--- src/rtl/utf8_stream_decoder_top_macros.svh ---
// Assertion helpers for the UTF-8 stream decoder.
`ifndef UTF8_STREAM_DECODER_TOP_MACROS_SVH
`define UTF8_STREAM_DECODER_TOP_MACROS_SVH

// Same-cycle implication, gated by the active-low reset.
`define U8D_ASSERT_IMPL(label, clk, rst_n, ante, cons) \
  label: assert property (@(posedge clk) disable iff (!rst_n) (ante) |-> (cons)) \
    else $error("u8d: same-cycle check failed");

// Next-cycle implication, gated by the active-low reset.
`define U8D_ASSERT_NEXT(label, clk, rst_n, ante, cons) \
  label: assert property (@(posedge clk) disable iff (!rst_n) (ante) |=> (cons)) \
    else $error("u8d: next-cycle check failed");

`endif

--- src/rtl/u8d_pkg.sv ---
package u8d_pkg;

  localparam int unsigned COUNT_WIDTH_DEF = 16;
  localparam int unsigned QUEUE_DEPTH_DEF = 2;
  localparam int unsigned CP_W            = 21;
  localparam int unsigned OUT_CNT_W       = 16;

  typedef enum logic [2:0] {
    CLS_ASCII,
    CLS_NUL,
    CLS_LEAD2,
    CLS_LEAD3,
    CLS_LEAD4,
    CLS_CONT,
    CLS_BAD
  } byte_cls_e;

  typedef enum logic [2:0] {
    KIND_CHAR     = 3'd0,
    KIND_BAD_LEAD = 3'd1,
    KIND_BAD_CONT = 3'd2,
    KIND_TRUNC    = 3'd3,
    KIND_NUL      = 3'd4
  } kind_e;

  // classified byte, front to back
  typedef struct packed {
    logic [7:0] data;
    byte_cls_e  cls;
    logic       last;
  } item_t;

  typedef struct packed {
    logic [CP_W-1:0]      code_point;
    logic [2:0]           char_length;
    kind_e                kind;
    logic [OUT_CNT_W-1:0] valid_bytes;
    logic [OUT_CNT_W-1:0] valid_chars;
    logic                 last;
  } result_t;

endpackage

--- src/rtl/u8d_fifo.sv ---
module u8d_fifo #(
  parameter int unsigned WIDTH = 8,
  parameter int unsigned DEPTH = 2
) (
  input  logic             clk_i,
  input  logic             rst_ni,
  input  logic             push_i,
  input  logic [WIDTH-1:0] data_i,
  output logic             full_o,
  input  logic             pop_i,
  output logic [WIDTH-1:0] data_o,
  output logic             empty_o
);

  localparam int unsigned PtrW = (DEPTH > 1) ? $clog2(DEPTH) : 1;
  localparam int unsigned CntW = $clog2(DEPTH + 1);

  logic [WIDTH-1:0] mem_q [DEPTH];
  logic [PtrW-1:0]  wr_ptr_q, wr_ptr_d, rd_ptr_q, rd_ptr_d;
  logic [CntW-1:0]  cnt_q, cnt_d;
  logic             push_ok, pop_ok;

  function automatic logic [PtrW-1:0] ptr_inc(input logic [PtrW-1:0] p);
    return (p == PtrW'(DEPTH - 1)) ? '0 : p + 1'b1;
  endfunction

  assign full_o  = (cnt_q == CntW'(DEPTH));
  assign empty_o = (cnt_q == '0);
  assign push_ok = push_i & ~full_o;
  assign pop_ok  = pop_i & ~empty_o;
  assign data_o  = mem_q[rd_ptr_q];

  always_comb begin
    wr_ptr_d = push_ok ? ptr_inc(wr_ptr_q) : wr_ptr_q;
    rd_ptr_d = pop_ok ? ptr_inc(rd_ptr_q) : rd_ptr_q;
    cnt_d    = cnt_q;
    if (push_ok && !pop_ok) begin
      cnt_d = cnt_q + 1'b1;
    end else if (pop_ok && !push_ok) begin
      cnt_d = cnt_q - 1'b1;
    end
  end

  always_ff @(posedge clk_i or negedge rst_ni) begin
    if (!rst_ni) begin
      wr_ptr_q <= '0;
      rd_ptr_q <= '0;
      cnt_q    <= '0;
    end else begin
      wr_ptr_q <= wr_ptr_d;
      rd_ptr_q <= rd_ptr_d;
      cnt_q    <= cnt_d;
    end
  end

  always_ff @(posedge clk_i) begin
    if (push_ok) begin
      mem_q[wr_ptr_q] <= data_i;
    end
  end

endmodule

--- src/rtl/u8d_front.sv ---
module u8d_front
  import u8d_pkg::*;
(
  input  logic       clk_i,
  input  logic       rst_ni,
  input  logic       cfg_valid_i,
  input  logic       cfg_stop_on_nul_i,
  input  logic [7:0] byte_in_i,
  input  logic       end_of_buffer_i,
  output item_t      item_o
);

  logic      stop_on_nul_q;
  byte_cls_e cls;

  always_ff @(posedge clk_i or negedge rst_ni) begin
    if (!rst_ni) begin
      stop_on_nul_q <= 1'b1;
    end else if (cfg_valid_i) begin
      stop_on_nul_q <= cfg_stop_on_nul_i;
    end
  end

  // byte-class pattern match; no decode state, only the stop_on_nul setting
  always_comb begin
    priority if (byte_in_i == 8'h00 && stop_on_nul_q) begin
      cls = CLS_NUL;
    end else if (byte_in_i[7] == 1'b0) begin
      cls = CLS_ASCII;
    end else if (byte_in_i[7:6] == 2'b10) begin
      cls = CLS_CONT;
    end else if (byte_in_i[7:5] == 3'b110) begin
      cls = CLS_LEAD2;
    end else if (byte_in_i[7:4] == 4'b1110) begin
      cls = CLS_LEAD3;
    end else if (byte_in_i[7:3] == 5'b11110) begin
      cls = CLS_LEAD4;
    end else begin
      cls = CLS_BAD;
    end
  end

  assign item_o = '{data: byte_in_i, cls: cls, last: end_of_buffer_i};

endmodule

--- src/rtl/u8d_back.sv ---
`include "utf8_stream_decoder_top_macros.svh"

module u8d_back
  import u8d_pkg::*;
#(
  parameter int unsigned COUNT_WIDTH = COUNT_WIDTH_DEF
) (
  input  logic    clk_i,
  input  logic    rst_ni,
  input  logic    in_valid_i,
  input  item_t   item_i,
  output logic    in_pop_o,
  input  logic    res_ready_i,
  output logic    res_push_o,
  output result_t res_o
);

  localparam int unsigned SumW = COUNT_WIDTH + 1;
  localparam logic [COUNT_WIDTH-1:0] CntMax = {COUNT_WIDTH{1'b1}};

  logic [1:0]             pend_q, pend_d;
  logic [2:0]             seq_len_q, seq_len_d;
  logic [CP_W-1:0]        part_q, part_d;
  logic [COUNT_WIDTH-1:0] byte_tot_q, byte_tot_d;
  logic [COUNT_WIDTH-1:0] char_tot_q, char_tot_d;
  logic                   halted_q, halted_d;

  logic                   go;
  kind_e                  kind;
  logic [CP_W-1:0]        cp, part_shift;
  logic [2:0]             len;
  logic                   emit;
  logic [SumW-1:0]        byte_sum, char_sum;
  logic [COUNT_WIDTH-1:0] byte_upd, char_upd;

  assign go         = in_valid_i & res_ready_i;
  assign in_pop_o   = go;
  assign part_shift = {part_q[CP_W-7:0], item_i.data[5:0]};

  // decode step
  always_comb begin
    pend_d    = pend_q;
    seq_len_d = seq_len_q;
    part_d    = part_q;
    kind      = KIND_TRUNC;
    cp        = '0;
    len       = '0;
    if (pend_q == 2'd0) begin
      unique case (item_i.cls)
        CLS_NUL:   kind = KIND_NUL;
        CLS_ASCII: begin
          kind = KIND_CHAR;
          cp   = CP_W'(item_i.data);
          len  = 3'd1;
        end
        CLS_LEAD2: begin
          seq_len_d = 3'd2;
          pend_d    = 2'd1;
          part_d    = CP_W'(item_i.data[4:0]);
        end
        CLS_LEAD3: begin
          seq_len_d = 3'd3;
          pend_d    = 2'd2;
          part_d    = CP_W'(item_i.data[3:0]);
        end
        CLS_LEAD4: begin
          seq_len_d = 3'd4;
          pend_d    = 2'd3;
          part_d    = CP_W'(item_i.data[2:0]);
        end
        default:   kind = KIND_BAD_LEAD;
      endcase
    end else if (item_i.cls != CLS_CONT) begin
      kind = KIND_BAD_CONT;
    end else begin
      pend_d = pend_q - 2'd1;
      part_d = part_shift;
      if (pend_q == 2'd1) begin
        kind      = KIND_CHAR;
        cp        = part_shift;
        len       = seq_len_q;
        seq_len_d = '0;
        part_d    = '0;
      end
    end
    emit = ~halted_q & ~((kind == KIND_TRUNC) & ~item_i.last);
  end

  // saturating totals
  always_comb begin
    byte_sum = {1'b0, byte_tot_q} + SumW'(len);
    char_sum = {1'b0, char_tot_q} + SumW'(1);
    byte_upd = byte_tot_q;
    char_upd = char_tot_q;
    if (kind == KIND_CHAR) begin
      byte_upd = byte_sum[COUNT_WIDTH] ? CntMax : byte_sum[COUNT_WIDTH-1:0];
      char_upd = char_sum[COUNT_WIDTH] ? CntMax : char_sum[COUNT_WIDTH-1:0];
    end
  end

  always_comb begin
    halted_d   = halted_q;
    byte_tot_d = byte_tot_q;
    char_tot_d = char_tot_q;
    if (go) begin
      if (item_i.last) begin
        halted_d   = 1'b0;
        byte_tot_d = '0;
        char_tot_d = '0;
      end else if (!halted_q) begin
        byte_tot_d = byte_upd;
        char_tot_d = char_upd;
        halted_d   = emit & (kind != KIND_CHAR);
      end
    end
  end

  assign res_push_o = go & emit;

  always_comb begin
    res_o.code_point  = cp;
    res_o.char_length = len;
    res_o.kind        = kind;
    res_o.valid_bytes = OUT_CNT_W'(byte_upd);
    res_o.valid_chars = OUT_CNT_W'(char_upd);
    res_o.last        = item_i.last;
  end

  always_ff @(posedge clk_i or negedge rst_ni) begin
    if (!rst_ni) begin
      pend_q     <= '0;
      seq_len_q  <= '0;
      part_q     <= '0;
      byte_tot_q <= '0;
      char_tot_q <= '0;
      halted_q   <= 1'b0;
    end else begin
      byte_tot_q <= byte_tot_d;
      char_tot_q <= char_tot_d;
      halted_q   <= halted_d;
      if (go && (item_i.last || halted_q)) begin
        // end of buffer clears; halted bytes never start a sequence
        if (item_i.last) begin
          pend_q    <= '0;
          seq_len_q <= '0;
          part_q    <= '0;
        end
      end else if (go) begin
        pend_q    <= pend_d;
        seq_len_q <= seq_len_d;
        part_q    <= part_d;
      end
    end
  end

  `U8D_ASSERT_IMPL(a_halt_quiet, clk_i, rst_ni, halted_q, !res_push_o)
  `U8D_ASSERT_IMPL(a_seq_open, clk_i, rst_ni, pend_q != 2'd0, seq_len_q > {1'b0, pend_q})
  `U8D_ASSERT_NEXT(a_eob_clear, clk_i, rst_ni, go && item_i.last,
                   byte_tot_q == '0 && char_tot_q == '0 && !halted_q && pend_q == 2'd0)
  `U8D_ASSERT_IMPL(a_char_len, clk_i, rst_ni, res_push_o && res_o.kind == KIND_CHAR,
                   res_o.char_length != 3'd0)

endmodule

--- src/rtl/utf8_stream_decoder_top.sv ---
// UTF-8 stream decoder and validator.
// Input: one buffer word (byte_in_i, end_of_buffer_i) is taken on each clock edge
//   with push high and full low. end_of_buffer_i flags the buffer's last byte.
// Output: while empty is low the oldest result sits on the result ports; it is
//   taken on an edge with pop high. A result is a decoded character (kind 0) or
//   an error / terminator report with running saturating byte and char totals.
// Configuration: cfg_stop_on_nul_i is written on cfg_valid_i (cfg_ready_o is
//   always high); write only while the block is idle.
// Throughput: one byte per cycle while the output queue has room, set by the
//   combinational decode step in the back end. Path: an accepted byte sits
//   in the middle queue, then its result (if any) in the output queue.
// Structure: the front end classifies each byte and pushes it to a short queue;
//   the back end pops it, runs the sequence state and counters, and pushes
//   results into an output queue. A stalled receiver fills the output queue,
//   then the middle queue, then full rises; nothing is dropped.
// Reset: queues empty, decode state and totals cleared, stop_on_nul set to 1.
module utf8_stream_decoder_top
  import u8d_pkg::*;
#(
  parameter int unsigned COUNT_WIDTH = COUNT_WIDTH_DEF,
  parameter int unsigned QUEUE_DEPTH = QUEUE_DEPTH_DEF
) (
  input  logic                 clk_i,
  input  logic                 rst_ni,
  input  logic                 cfg_valid_i,
  output logic                 cfg_ready_o,
  input  logic                 cfg_stop_on_nul_i,
  input  logic                 push,
  output logic                 full,
  input  logic [7:0]           byte_in_i,
  input  logic                 end_of_buffer_i,
  input  logic                 pop,
  output logic                 empty,
  output logic [CP_W-1:0]      code_point_o,
  output logic [2:0]           char_length_o,
  output logic [2:0]           kind_o,
  output logic [OUT_CNT_W-1:0] valid_bytes_o,
  output logic [OUT_CNT_W-1:0] valid_chars_o,
  output logic                 last_result_o
);

  item_t   front_item, mid_item;
  logic    mid_empty, mid_pop;
  logic    res_push, res_full;
  result_t res_in, res_out;

  assign cfg_ready_o = 1'b1;

  u8d_front u_front (
    .clk_i             (clk_i),
    .rst_ni            (rst_ni),
    .cfg_valid_i       (cfg_valid_i),
    .cfg_stop_on_nul_i (cfg_stop_on_nul_i),
    .byte_in_i         (byte_in_i),
    .end_of_buffer_i   (end_of_buffer_i),
    .item_o            (front_item)
  );

  // classified bytes waiting for the decode stage
  u8d_fifo #(
    .WIDTH ($bits(item_t)),
    .DEPTH (QUEUE_DEPTH)
  ) u_mid_q (
    .clk_i   (clk_i),
    .rst_ni  (rst_ni),
    .push_i  (push),
    .data_i  (front_item),
    .full_o  (full),
    .pop_i   (mid_pop),
    .data_o  (mid_item),
    .empty_o (mid_empty)
  );

  u8d_back #(
    .COUNT_WIDTH (COUNT_WIDTH)
  ) u_back (
    .clk_i       (clk_i),
    .rst_ni      (rst_ni),
    .in_valid_i  (~mid_empty),
    .item_i      (mid_item),
    .in_pop_o    (mid_pop),
    .res_ready_i (~res_full),
    .res_push_o  (res_push),
    .res_o       (res_in)
  );

  // finished results; decouples decode from the receiver
  u8d_fifo #(
    .WIDTH ($bits(result_t)),
    .DEPTH (QUEUE_DEPTH)
  ) u_out_q (
    .clk_i   (clk_i),
    .rst_ni  (rst_ni),
    .push_i  (res_push),
    .data_i  (res_in),
    .full_o  (res_full),
    .pop_i   (pop),
    .data_o  (res_out),
    .empty_o (empty)
  );

  assign code_point_o  = res_out.code_point;
  assign char_length_o = res_out.char_length;
  assign kind_o        = res_out.kind;
  assign valid_bytes_o = res_out.valid_bytes;
  assign valid_chars_o = res_out.valid_chars;
  assign last_result_o = res_out.last;

endmodule

--- config.mk ---
export PLATFORM = sky130hd
export DESIGN_NAME = utf8_stream_decoder_top
export DESIGN_NICKNAME = d
export VERILOG_FILES = /design/src/rtl/u8d_pkg.sv /design/src/rtl/u8d_fifo.sv /design/src/rtl/u8d_front.sv /design/src/rtl/u8d_back.sv /design/src/rtl/utf8_stream_decoder_top.sv
export VERILOG_INCLUDE_DIRS = /design/src /design/src/rtl
export SDC_FILE = /design/constraint.sdc
export NUM_CORES = 1
export LEC_CHECK = 0
export BUFFER_PORTS_ARGS = -buffer_cell sky130_fd_sc_hd__buf_2
export CAP_MARGIN = 20
export CORE_MARGIN = 3
export CORE_UTILIZATION = 50
export DETAILED_ROUTE_END_ITERATION = 16
export PLACE_DENSITY = 0.77
export SLEW_MARGIN = 10
export SYNTH_ARGS = -nofsm -noshare
export SYNTH_HDL_FRONTEND = slang
export SYNTH_SLANG_ARGS = --single-unit
--- constraint.sdc ---
create_clock -name clk_i -period 4 [get_ports clk_i]
set_clock_uncertainty 0.1 [all_clocks]
set_input_delay 0.8 -clock clk_i [delete_from_list [all_inputs] [get_ports clk_i]]
set_output_delay 0.8 -clock clk_i [all_outputs]
set_load 0.05 [all_outputs]
# Yosys cells after proc, flatten, opt, wreduce, memory -nomap -nowiden
# Memories as Yosys holds them, arrays and structs flattened.
# Index checks and enable logic that the tools add are counted.
# totals
ramBits,144
ff_bits,62
mem_count,2
inputBits,15
# op_classes
n_mux,60
bitwise_logic,16
n_reduce_logical,26
n_eq_ne,17
n_addsub,11
# mem_list
name,words,word_bits,read_ports,rd_clocked_by_memory_dff,write_ports,line,rtl
u_out_q.mem_q,2,60,1,0,1,u8d_fifo.sv:18,logic [WIDTH-1:0] mem_q [DEPTH];
u_mid_q.mem_q,2,12,1,0,1,u8d_fifo.sv:18,
# ops
cell,n
16-bit 2-to-1 mux,8
15-bit 2-to-1 mux,6
21-bit 2-to-1 mux,3
3-bit 2-to-1 mux,16
15-bit case mux with 3 select lines,1
2-bit 2-to-1 mux,11
3-bit case mux with 3 select lines,2
"16-bit by 1-bit adder with 17-bit output, second input constant",1
16-bit by 3-bit adder with 17-bit output,1
1-bit 2-to-1 mux,11
1-bit bitwise AND,9
"3-bit by 2-bit == test with 1-bit output, second input constant",3
8-bit logical NOT,1
8-bit 2-to-1 mux,1
1-bit inverter,7
"2-bit == test, second input constant",3
"3-bit == test, second input constant",2
1-bit logical AND,6
2-bit logical NOT,3
3-bit logical NOT,2
2-bit case mux with 3 select lines,1
2-bit nonzero test,3
3-bit nonzero test,2
"2-bit by 1-bit subtractor with 2-bit output, second input constant",3
16 further kinds,24

# Longest topological paths before layout
# Gate-level depths: netlist (run 1).
# An unclocked memory read counts as a cell.
# logic_depth
word_depth,15
mapped_depth,15

# Hierarchy
# Synthesis (run 1) repeated with hierarchy kept, for this count alone.
# hier_totals
hier_cells,771
area_unflattened_um2,9958.3
# by_module_without_submodules
mod,n_inst,seq_area_each_um2,cells_each,area_per_inst_um2
u8d_fifo (u_out_q),1,3703.6,206,4828.4
u8d_back,1,1326.3,485,3842.4
u8d_fifo (u_mid_q),1,820.8,56,1099.8
u8d_front,1,26.3,20,168.9
utf8_stream_decoder_top,1,0.0,4,18.8

# Worst setup path before layout (run 1)
# OpenSTA, ideal clock, no wires.
# synth_timing
path_type,register -> register
start,register u_mid_q.rd_ptr_q
end,register u_back.byte_tot_q[11]
required_time_ps,3829
n_path_buf,2
path_slack_ps,340
arrival_time_ps,3489
path_stages_with_launch,13
setup_time_ps,71
period_less_slack_ps,3660
path_cell_list,dfrtp_1 > buf_6 > or3b_2 > and2_1 > nor4_4 > clkbuf_1 > and2_1 > ha_1 > a21o_1 > a21oi_1 > a211oi_1 > or3_1 > nand4_1
# synth_rtl
element,line,rtl
start: declaration,u8d_fifo.sv:19,"logic [PtrW-1:0] wr_ptr_q, wr_ptr_d, rd_ptr_q, rd_ptr_d;"
start signal: assignment,u8d_fifo.sv:51,rd_ptr_q <= rd_ptr_d;
end signal: assignment,u8d_back.sv:138,byte_tot_q <= byte_tot_d;
end: declaration,u8d_back.sv:24,"logic [COUNT_WIDTH-1:0] byte_tot_q, byte_tot_d;"

==> results.json, run 1 <==
{
  "synth-main-ff-cell": "edfxtp_1",
  "diodes": 0,
  "final_cell_mix": "edfxtp_1, buf_2, mux2_2, dfrtp_1, nand2_1",
  "post-dp-hpwl_um": 13300,
  "core_mm2": 0.0188,
  "final_area_mm2": 0.0110,
  "m1WireLength_um": 8890,
  "num_io_pins": 78,
  "post-place-ws_ns": 0.430,
  "fin_util": 0.587,
  "synth_edf_count": 144,
  "fin_setup_tns_ns": 0,
  "cap_violations": 0,
  "yosysSeqAreaShare": 0.613,
  "cp.arrival_ns": 3.72,
  "slew_headroom": 0.336,
  "path_clk_slew_ns": 0.06,
  "end_kind": "register",
  "grtUsageTotal": 0.194,
  "root_buffer": "clkbuf_16",
  "crit_fanout": 4,
  "antenna_found_initial": 0,
  "crit_chain": "or3b_2, and2_1, nor4_4, nand2_1, nand2_1, ha_1, fa_1, a21o_1, o211ai_1, a21boi_0, xnor2_1, nand2_1",
  "syn2layout_area_growth_pct": 14.9,
  "layout-drive-gt1-share": 0.267,
  "routed_via_density": 5.87,
  "post-route-min-period_ns": 3.62,
  "crit_path_start_kind": "register",
  "cpPeakStageDelay_ns": 0.49,
  "grt_pass1_vias": 6302,
  "gr-total-overflow": 0,
  "cts_resized": 0,
  "p_total_mw": 9.38,
  "postCtsHoldBufs": 0,
  "rsz0062_at_grt": "false",
  "ir_drop_v": 0.000517,
  "clock_path_buffers": 3,
  "placed_cells": 1036,
  "required_ns": 4.10,
  "whs_ns": 0.326,
  "hold_viol_final": 0,
  "crit_family": "simple AND/OR/NAND/NOR gates",
  "cpMostUsedCell": "nand2_1",
  "syn_inst": 751,
  "dr_total_vias": 6314,
  "syn_nets": 773,
  "yosysWarnings": 0,
  "power.density_mw_per_mm2": 851,
  "post-route-drc-count": 0,
  "fin_ws_ns": 0.379,
  "top_layer_used": "met4",
  "synth_cell_types": 75,
  "setup_viol": 0,
  "dpl_cell_area_mm2": 0.0102,
  "path_buf_inv": 0,
  "met2_length_um": 9680,
  "detail_route.iter0.violations": 417,
  "synthArstFlopShare": 0.301,
  "slowest_stage": "or3b_2",
  "final_common_cell": "edfxtp_1",
  "dieArea_mm2": 0.0209,
  "die_y_um": 144,
  "syn_area_mm2": 0.00959,
  "ant_nets": 0,
  "cts.sink_count": 206,
  "avgSynthCellArea_um2": 12.8,
  "outcome": "complete, no violations",
  "cts_setup_buffers": 0,
  "slew_viol_final": 0,
  "die_w_um": 144,
  "start_util": 0.511,
  "port_buffers": 76,
  "wl_met3_um": 1150,
  "cts_tree": "built",
  "synth_seq_cells": 206,
  "grt_max_degree": 38,
  "leakage_nw": 4.28,
  "dr.pass1.iters": 5,
  "fin_cells": 1076,
  "clk_latency_ns": 0.51,
  "max_freq_ghz": 0.276,
  "cts_inserted_buffers": 22,
  "routabilityCongestion": 0.923,
  "num_rows": 50,
  "tightestPinTransition_ns": 0.991,
  "wire_per_inst_um": 18.8,
  "nNetsFinal": 848,
  "ctsHtreeMaxLevel": 1,
  "finalCritPeriodShare": 0.905,
  "totalWireLength_um": 20200,
  "grt_pass1_wl_um": 32200,
  "worstSetupPathType": "reg -> reg",
  "hold_class": "in -> async"
}
-- flip-flops by register name, summed over array words and instances, names as in the netlist --
register               flops
u_back.pend_q              2
u_out_q.cnt_q              2
u_mid_q.cnt_q              2
u_out_q.wr_ptr_q           1
u_back.char_tot_q         16
u_back.seq_len_q           3
u_back.byte_tot_q         16
u_back.halted_q            1
u_back.part_q             15
u_mid_q.wr_ptr_q           1
u_mid_q.mem_q             24
u_front.stop_on_nul_q      1
u_out_q.mem_q            120
u_out_q.rd_ptr_q           1
u_mid_q.rd_ptr_q           1
-- logic make-up (layout without fill, tap and decap cells) --
kind of cell    Yosys count  count (layout)  share of synthesized area
mux                      86              86                      0.100
xor+xnor                 19              19                     0.0174
buf+inv                  67             158                     0.0301
compound gates          161             161                      0.118
fa+ha+maj                 7               7                    0.00992
other cells               1               1                   0.000391
flops                   206             206                      0.613
simple gates            204             204                      0.111
-- routing by layer --
metal,track usage,vias up
met5,0,-
met4,0.0653,0
met3,0.0321,35
met2,0.318,227
met1,0.264,3059
li1,-,2993
-- worst paths after layout --
check,from,to,slack (ns),cells after the start
worst min register to register,u_out_q.cnt_q[1],u_out_q.cnt_q[1],0.40,1
worst max-delay path,u_mid_q.mem_q[0][2],u_out_q.mem_q[1][21],0.38,12
max in group asynchronous,rst_ni,u_back.byte_tot_q[7],2.70,2
worst min-delay path,rst_ni,u_out_q.cnt_q[1],0.33,1
min in group clk_i,u_out_q.cnt_q[1],u_out_q.cnt_q[1],0.40,1
worst max register to register,u_mid_q.mem_q[0][2],u_out_q.mem_q[1][21],0.38,12
-- cell type report --
cell class | instances | area (µm²)
clock inverters | 14 | 205
well taps | 234 | 293
fillers | 1485 | 7750
flip-flops and latches | 206 | 5880
clock buffers | 26 | 597
inverters | 24 | 90.1
multi-input cells | 478 | 3440
repair buffers | 94 | 519
-- Yosys cell counts (7+ instances only) --
cell / instances / area share
nor2_1: 43 / 0.017
mux2_2: 68 / 0.080
and3_1: 14 / 0.0091
dfrtp_1: 61 / 0.16
mux2i_1: 15 / 0.016
nor3_1: 17 / 0.0089
nand4_1: 10 / 0.0065
nand2_1: 48 / 0.019
a211oi_1: 8 / 0.0063
o21ai_0: 22 / 0.011
xnor2_1: 14 / 0.013
o2bb2ai_1: 7 / 0.0064
edfxtp_1: 144 / 0.45
inv_1: 23 / 0.0090
and2_1: 23 / 0.015
a31oi_1: 16 / 0.010
a21oi_1: 43 / 0.022
clkbuf_1: 33 / 0.013
nand3_1: 13 / 0.0068
-- report_power, final --
group          leakage [nW]  total [mW]  switching (mW)  internal (mW)
logic                  1.69        3.94            2.83           1.10
clock network         0.387        2.21           0.819           1.39
registers              2.20        3.23           0.207           3.02
-- worst reg2reg max path, delay by kind of cell (launching register included) --
family	cells	cell delay [ns]
simple gates	6	1.30
compound gates	3	0.86
fa+ha+maj	2	0.46
flops	1	0.42
xor+xnor	1	0.18
Power figures use the tool's default switching activity.
==> run 2: changes to the inputs <==
--- a/config.mk
+++ b/config.mk
@@ -11,7 +11,8 @@
 export CORE_MARGIN = 3
 export CORE_UTILIZATION = 50
 export DETAILED_ROUTE_END_ITERATION = 16
-export PLACE_DENSITY = 0.77
+export PLACE_DENSITY = 0.68
+export RECOVER_POWER = 100
 export SLEW_MARGIN = 10
 export SYNTH_ARGS = -nofsm -noshare
 export SYNTH_HDL_FRONTEND = slang
==> run 2 against run 1 <==
  * The flow now finishes with violations (max-capacitance violations, max-slew violations)
  * First-iteration DRC count up 26%
  * Combinational power down 4%
  * Global-route usage rose by 0.65 points
  * Largest power group unchanged
==> results.json, run 2 (synthesis results as in run 1) <==
{
  "root_buffer": "clkbuf_16",
  "finalCritPeriodShare": 0.953,
  "max_freq_ghz": 0.262,
  "whs_ns": 0.192,
  "cts_tree": "built",
  "power.density_mw_per_mm2": 845,
  "fin_util": 0.578,
  "rr_worst_depth": 7,
  "slowest_stage": "nor4_1",
  "diodes": 0,
  "hold_class": "in -> async",
  "syn2layout_area_growth_pct": 13.0,
  "largestRegisters": "u_out_q.mem_q: 120 flops, u_mid_q.mem_q: 24 flops",
  "slew_headroom": -0.245,
  "cts_inserted_buffers": 22,
  "cap_violations": 1,
  "postCtsHoldBufs": 0,
  "cpPeakStageDelay_ns": 1.17,
  "swShare": 0.421,
  "pwr-share-seq": 0.360,
  "final_cell_mix": "edfxtp_1, mux2_2, dfrtp_1, nand2_1, clkbuf_1",
  "ctsHtreeMaxLevel": 1,
  "crit_path_start_kind": "register",
  "rsz0062_at_grt": "false",
  "end_kind": "register",
  "post-dp-hpwl_um": 13800,
  "routabilityCongestion": 0.873,
  "fin_ws_ns": 0.189,
  "grt_pass1_vias": 6409,
  "path_clk_slew_ns": 0.06,
  "port_buffers": 76,
  "post-route-min-period_ns": 3.81,
  "detail_route.iter0.violations": 527,
  "cts.sink_count": 206,
  "largest_reg_flops": 120,
  "p_comb_frac": 0.414,
  "hold_viol_final": 0,
  "cp.arrival_ns": 4.12,
  "crit_fanout": 17,
  "switching_power_mw": 3.86,
  "top_register": "u_out_q.mem_q",
  "dr.pass1.iters": 7,
  "totalWireLength_um": 20800,
  "gr-total-overflow": 0,
  "cts_resized": 0,
  "ant_nets": 0,
  "path_buf_inv": 3,
  "dr_total_vias": 6451,
  "tightestPinTransition_ns": 1.87,
  "start_util": 0.511,
  "clock_path_buffers": 3,
  "top_layer_used": "met4",
  "cts_setup_buffers": 0,
  "reg2reg_from": "u_mid_q.rd_ptr_q",
  "p_clk_frac": 0.226,
  "wire_per_inst_um": 19.4,
  "ir_drop_v": 0.000472,
  "fin_cells": 1072,
  "leakage_nw": 4.10,
  "violations": "max-capacitance violations, max-slew violations",
  "wl_met3_um": 1490,
  "grt_pass1_wl_um": 33300,
  "placed_cells": 1032,
  "nNetsFinal": 844,
  "layout-drive-gt1-share": 0.192,
  "crit_chain": "buf_4, mux2i_1, inv_2, nor4_1, clkbuf_2, nand3_1, o211ai_1",
  "setup_viol": 0,
  "m1WireLength_um": 9000,
  "cp-startpoint": "u_mid_q.rd_ptr_q",
  "clk_latency_ns": 0.50,
  "post-route-drc-count": 0,
  "die_w_um": 144,
  "core_mm2": 0.0188,
  "p_int_mw": 5.30,
  "outcome": "finished, violations left",
  "required_ns": 4.31,
  "grtUsageTotal": 0.200,
  "die_y_um": 144,
  "final_common_cell": "edfxtp_1",
  "num_io_pins": 78,
  "routed_via_density": 6.02,
  "dieArea_mm2": 0.0209,
  "met2_length_um": 9860,
  "worstSetupPathType": "reg -> reg",
  "cp.depth": 7,
  "fillers": 1549,
  "antenna_found_initial": 0,
  "crit_family": "simple AND/OR/NAND/NOR gates",
  "slew_viol_final": 32,
  "num_rows": 50,
  "grt_max_degree": 50,
  "post-place-ws_ns": 0.389,
  "fin_setup_tns_ns": 0
}
## run 2: final timing paths
path,slack (ns),to
min in group clk_i,0.40,u_mid_q.wr_ptr_q
worst min register to register,0.40,u_mid_q.wr_ptr_q
worst min-delay path,0.19,u_back.byte_tot_q[0]
worst max register to register,0.19,u_back.byte_tot_q[13]
max in group asynchronous,1.45,u_back.byte_tot_q[15]
worst max-delay path,0.19,u_back.byte_tot_q[13]
## run 2: power groups by stage
stage	clock network, mW	logic, mW	registers (mW)
4_1_cts	2.12	3.92	3.30
3_3_place_gp	0	3.84	3.31
3_5_place_dp	0	3.90	3.34
6_report	2.07	3.80	3.30
5_1_grt	2.20	4.04	3.36
2_1_floorplan	0	3.08	3.21
## run 2: area by class of cell
| cell class | instances | area [µm²] | share of cell area |
|---|---|---|---|
| multi-input combinational | 478 | 3390 | 0.312 |
| inverter | 24 | 90.1 | 0.00831 |
| clock inverter | 12 | 141 | 0.0130 |
| clock buffer | 28 | 604 | 0.0558 |
| sequential | 206 | 5880 | 0.542 |
| tap | 234 | 293 | 0.0270 |
| timing repair buffer | 90 | 447 | 0.0412 |
## run 2: layer usage
layer | up-vias | global-route usage
met4 | 0 | 0.0599
met3 | 44 | 0.0321
met2 | 265 | 0.322
met1 | 3151 | 0.283
li1 | 2991 | -
met5 | - | 0
## run 2: through the flow
| stage | cell area, µm² | total power, mW |
|---|---|---|
| detailed placement | 10200 | 7.24 |
| CTS | 11000 | 9.34 |
| finish | 10800 | 9.16 |
| floorplan | 9590 | 6.29 |
| global route | 10800 | 9.60 |
| global placement | 10200 | 7.14 |
==> run 3: changes to the inputs <==
--- a/config.mk
+++ b/config.mk
@@ -6,7 +6,7 @@
 export SDC_FILE = /design/constraint.sdc
 export NUM_CORES = 1
 export LEC_CHECK = 0
-export BUFFER_PORTS_ARGS = -buffer_cell sky130_fd_sc_hd__buf_2
+export BUFFER_PORTS_ARGS = -buffer_cell sky130_fd_sc_hd__clkbuf_2
 export CAP_MARGIN = 20
 export CORE_MARGIN = 3
 export CORE_UTILIZATION = 50
==> run 3 against run 2 <==
  * The run now ends clean
  * Core utilization grew 0.067 points
  * Via count increased by 0.31%
  * Register-to-register slack improved by 0.02 ns
  * Clock power decreased by 2%
  * Fmax rose by 0.60%
  * Power increased by 0.15%
==> results.json, run 3 (synthesis results as in run 1) <==
{
  "outcome": "complete, no violations",
  "max_freq_ghz": 0.264,
  "setup_viol": 0,
  "hold_depth": 1,
  "totalWireLength_um": 21300,
  "grt_pass1_vias": 6511,
  "antenna_found_initial": 0,
  "rr_endpoint": "u_back.char_tot_q[7]",
  "cts_setup_buffers": 0,
  "root_buffer": "clkbuf_16",
  "port_buffers": 76,
  "dr.pass1.iters": 5,
  "cap_violations": 0,
  "final_cell_mix": "edfxtp_1, mux2_2, dfrtp_1, clkbuf_1, nand2_1",
  "fin_setup_tns_ns": 0,
  "p_total_mw": 9.17,
  "core_mm2": 0.0188,
  "slew_viol_final": 0,
  "holdPathEnd": "u_mid_q.wr_ptr_q",
  "hold_viol_final": 0,
  "slew_headroom": 0.0790,
  "cts_tree": "built",
  "rr_worst_depth": 7,
  "postCtsHoldBufs": 0,
  "clk_latency_ns": 0.51,
  "num_io_pins": 78,
  "layout-drive-gt1-share": 0.189,
  "end_kind": "register",
  "dr_total_vias": 6471,
  "crit_path_start_kind": "register",
  "cts_inserted_buffers": 22,
  "hold_class": "reg -> reg",
  "die_y_um": 144,
  "cts_resized": 0,
  "largestRegisters": "u_out_q.mem_q: 120 flops, u_mid_q.mem_q: 24 flops",
  "cp.arrival_ns": 4.08,
  "routed_via_density": 6.03,
  "largest_reg_flops": 120,
  "post-route-min-period_ns": 3.79,
  "num_rows": 50,
  "gr-total-overflow": 0,
  "r2r_setup_slack_ns": 0.21,
  "start_util": 0.511,
  "rsz0062_at_grt": "false",
  "diodes": 0,
  "path_clk_slew_ns": 0.06,
  "fillers": 1529,
  "wire_per_inst_um": 19.9,
  "top_register": "u_out_q.mem_q",
  "ant_nets": 0,
  "nNetsFinal": 847,
  "dieArea_mm2": 0.0209,
  "grtUsageTotal": 0.206,
  "post-route-drc-count": 0,
  "finalCritPeriodShare": 0.947,
  "tightestPinTransition_ns": 1.38,
  "leakage_nw": 4.09,
  "final_common_cell": "edfxtp_1",
  "die_w_um": 144,
  "syn2layout_area_growth_pct": 13.2,
  "routabilityCongestion": 0.878,
  "post-dp-hpwl_um": 14200,
  "ir_drop_v": 0.000489,
  "cts.sink_count": 206,
  "crit_fanout": 23,
  "reg2reg_from": "u_mid_q.rd_ptr_q",
  "required_ns": 4.30,
  "ctsHtreeMaxLevel": 1,
  "grt_max_degree": 50,
  "clock_path_buffers": 3,
  "grt_pass1_wl_um": 34300,
  "worstSetupPathType": "reg -> reg",
  "hp-start": "u_mid_q.wr_ptr_q",
  "power.density_mw_per_mm2": 845,
  "detail_route.iter0.violations": 568
}
==> run 3: changes by cell type in the layout (fill, tap and decap cells not counted), sizes merged <==
cell / before / now
bufinv: 3 / 2
clkbuf: 106 / 115
inv: 25 / 24
clkinv: 7 / 6
buf: 12 / 8
==> run 3: per-stage QoR <==
step | util | cell area [µm²] | hold slack, ns | cells | setup slack [ns]
floorplan | - | 9590 | 0.361 | 751 | 0.340
global placement | 0.546 | 10200 | 0.378 | 1034 | 0.537
detailed placement | 0.546 | 10200 | 0.391 | 1034 | 0.441
CTS | 0.584 | 11000 | 0.385 | 1073 | 0.420
global route | 0.578 | 10900 | 0.410 | 1074 | 0.0571
finish | 0.578 | 10900 | 0.402 | 1074 | 0.212
==> run 3: how the worst max path moves through the flow <==
stage | startpoint | cells past startpoint | slack [ns] | to
2_1_floorplan | u_mid_q.rd_ptr_q | 12 | 0.34 | u_back.byte_tot_q[11]
3_3_place_gp | u_mid_q.rd_ptr_q | 12 | 0.54 | u_out_q.mem_q[0][31]
3_5_place_dp | u_mid_q.rd_ptr_q | 12 | 0.44 | u_out_q.mem_q[1][31]
4_1_cts | u_mid_q.rd_ptr_q | 12 | 0.42 | u_out_q.mem_q[1][31]
5_1_grt | u_mid_q.rd_ptr_q | 11 | 0.06 | u_out_q.mem_q[1][26]
6_report | u_mid_q.rd_ptr_q | 7 | 0.21 | u_back.char_tot_q[7]
==> run 3: layout make-up <==
type / instances / area [µm²] / area share
Clock buffer: 30 / 621 / 0.0572
Clock inverter: 9 / 104 / 0.00957
Inverter: 24 / 90.1 / 0.00830
Multi-Input combinational cell: 478 / 3400 / 0.314
Sequential cell: 206 / 5880 / 0.542
Tap cell: 234 / 293 / 0.0270
Timing Repair Buffer: 93 / 464 / 0.0428
==> run 3: per-layer routing <==
metal / vias to the layer above / track usage / wire (µm)
met4: 0 / 0.0623 / 286
met1: 3200 / 0.293 / 9520
met3: 25 / 0.0351 / 1410
met5: - / 0 / 0
li1: 2991 / - / -
met2: 255 / 0.329 / 10100
==> run 3: worst max-delay path, stage by stage (launching register included) <==
cell      delay (ns)
dfrtp_1         0.42
buf_4           0.27
mux2i_1         0.49
inv_1           0.30
or4_1           1.04
a21oi_2         0.62
a21oi_1         0.14
a311oi_1        0.28
==> run 3: power by group <==
| group | internal [mW] | switching (mW) |
|---|---|---|
| Sequential | 3.02 | 0.283 |
| Combinational | 1.04 | 2.82 |
| Clock | 1.21 | 0.805 |
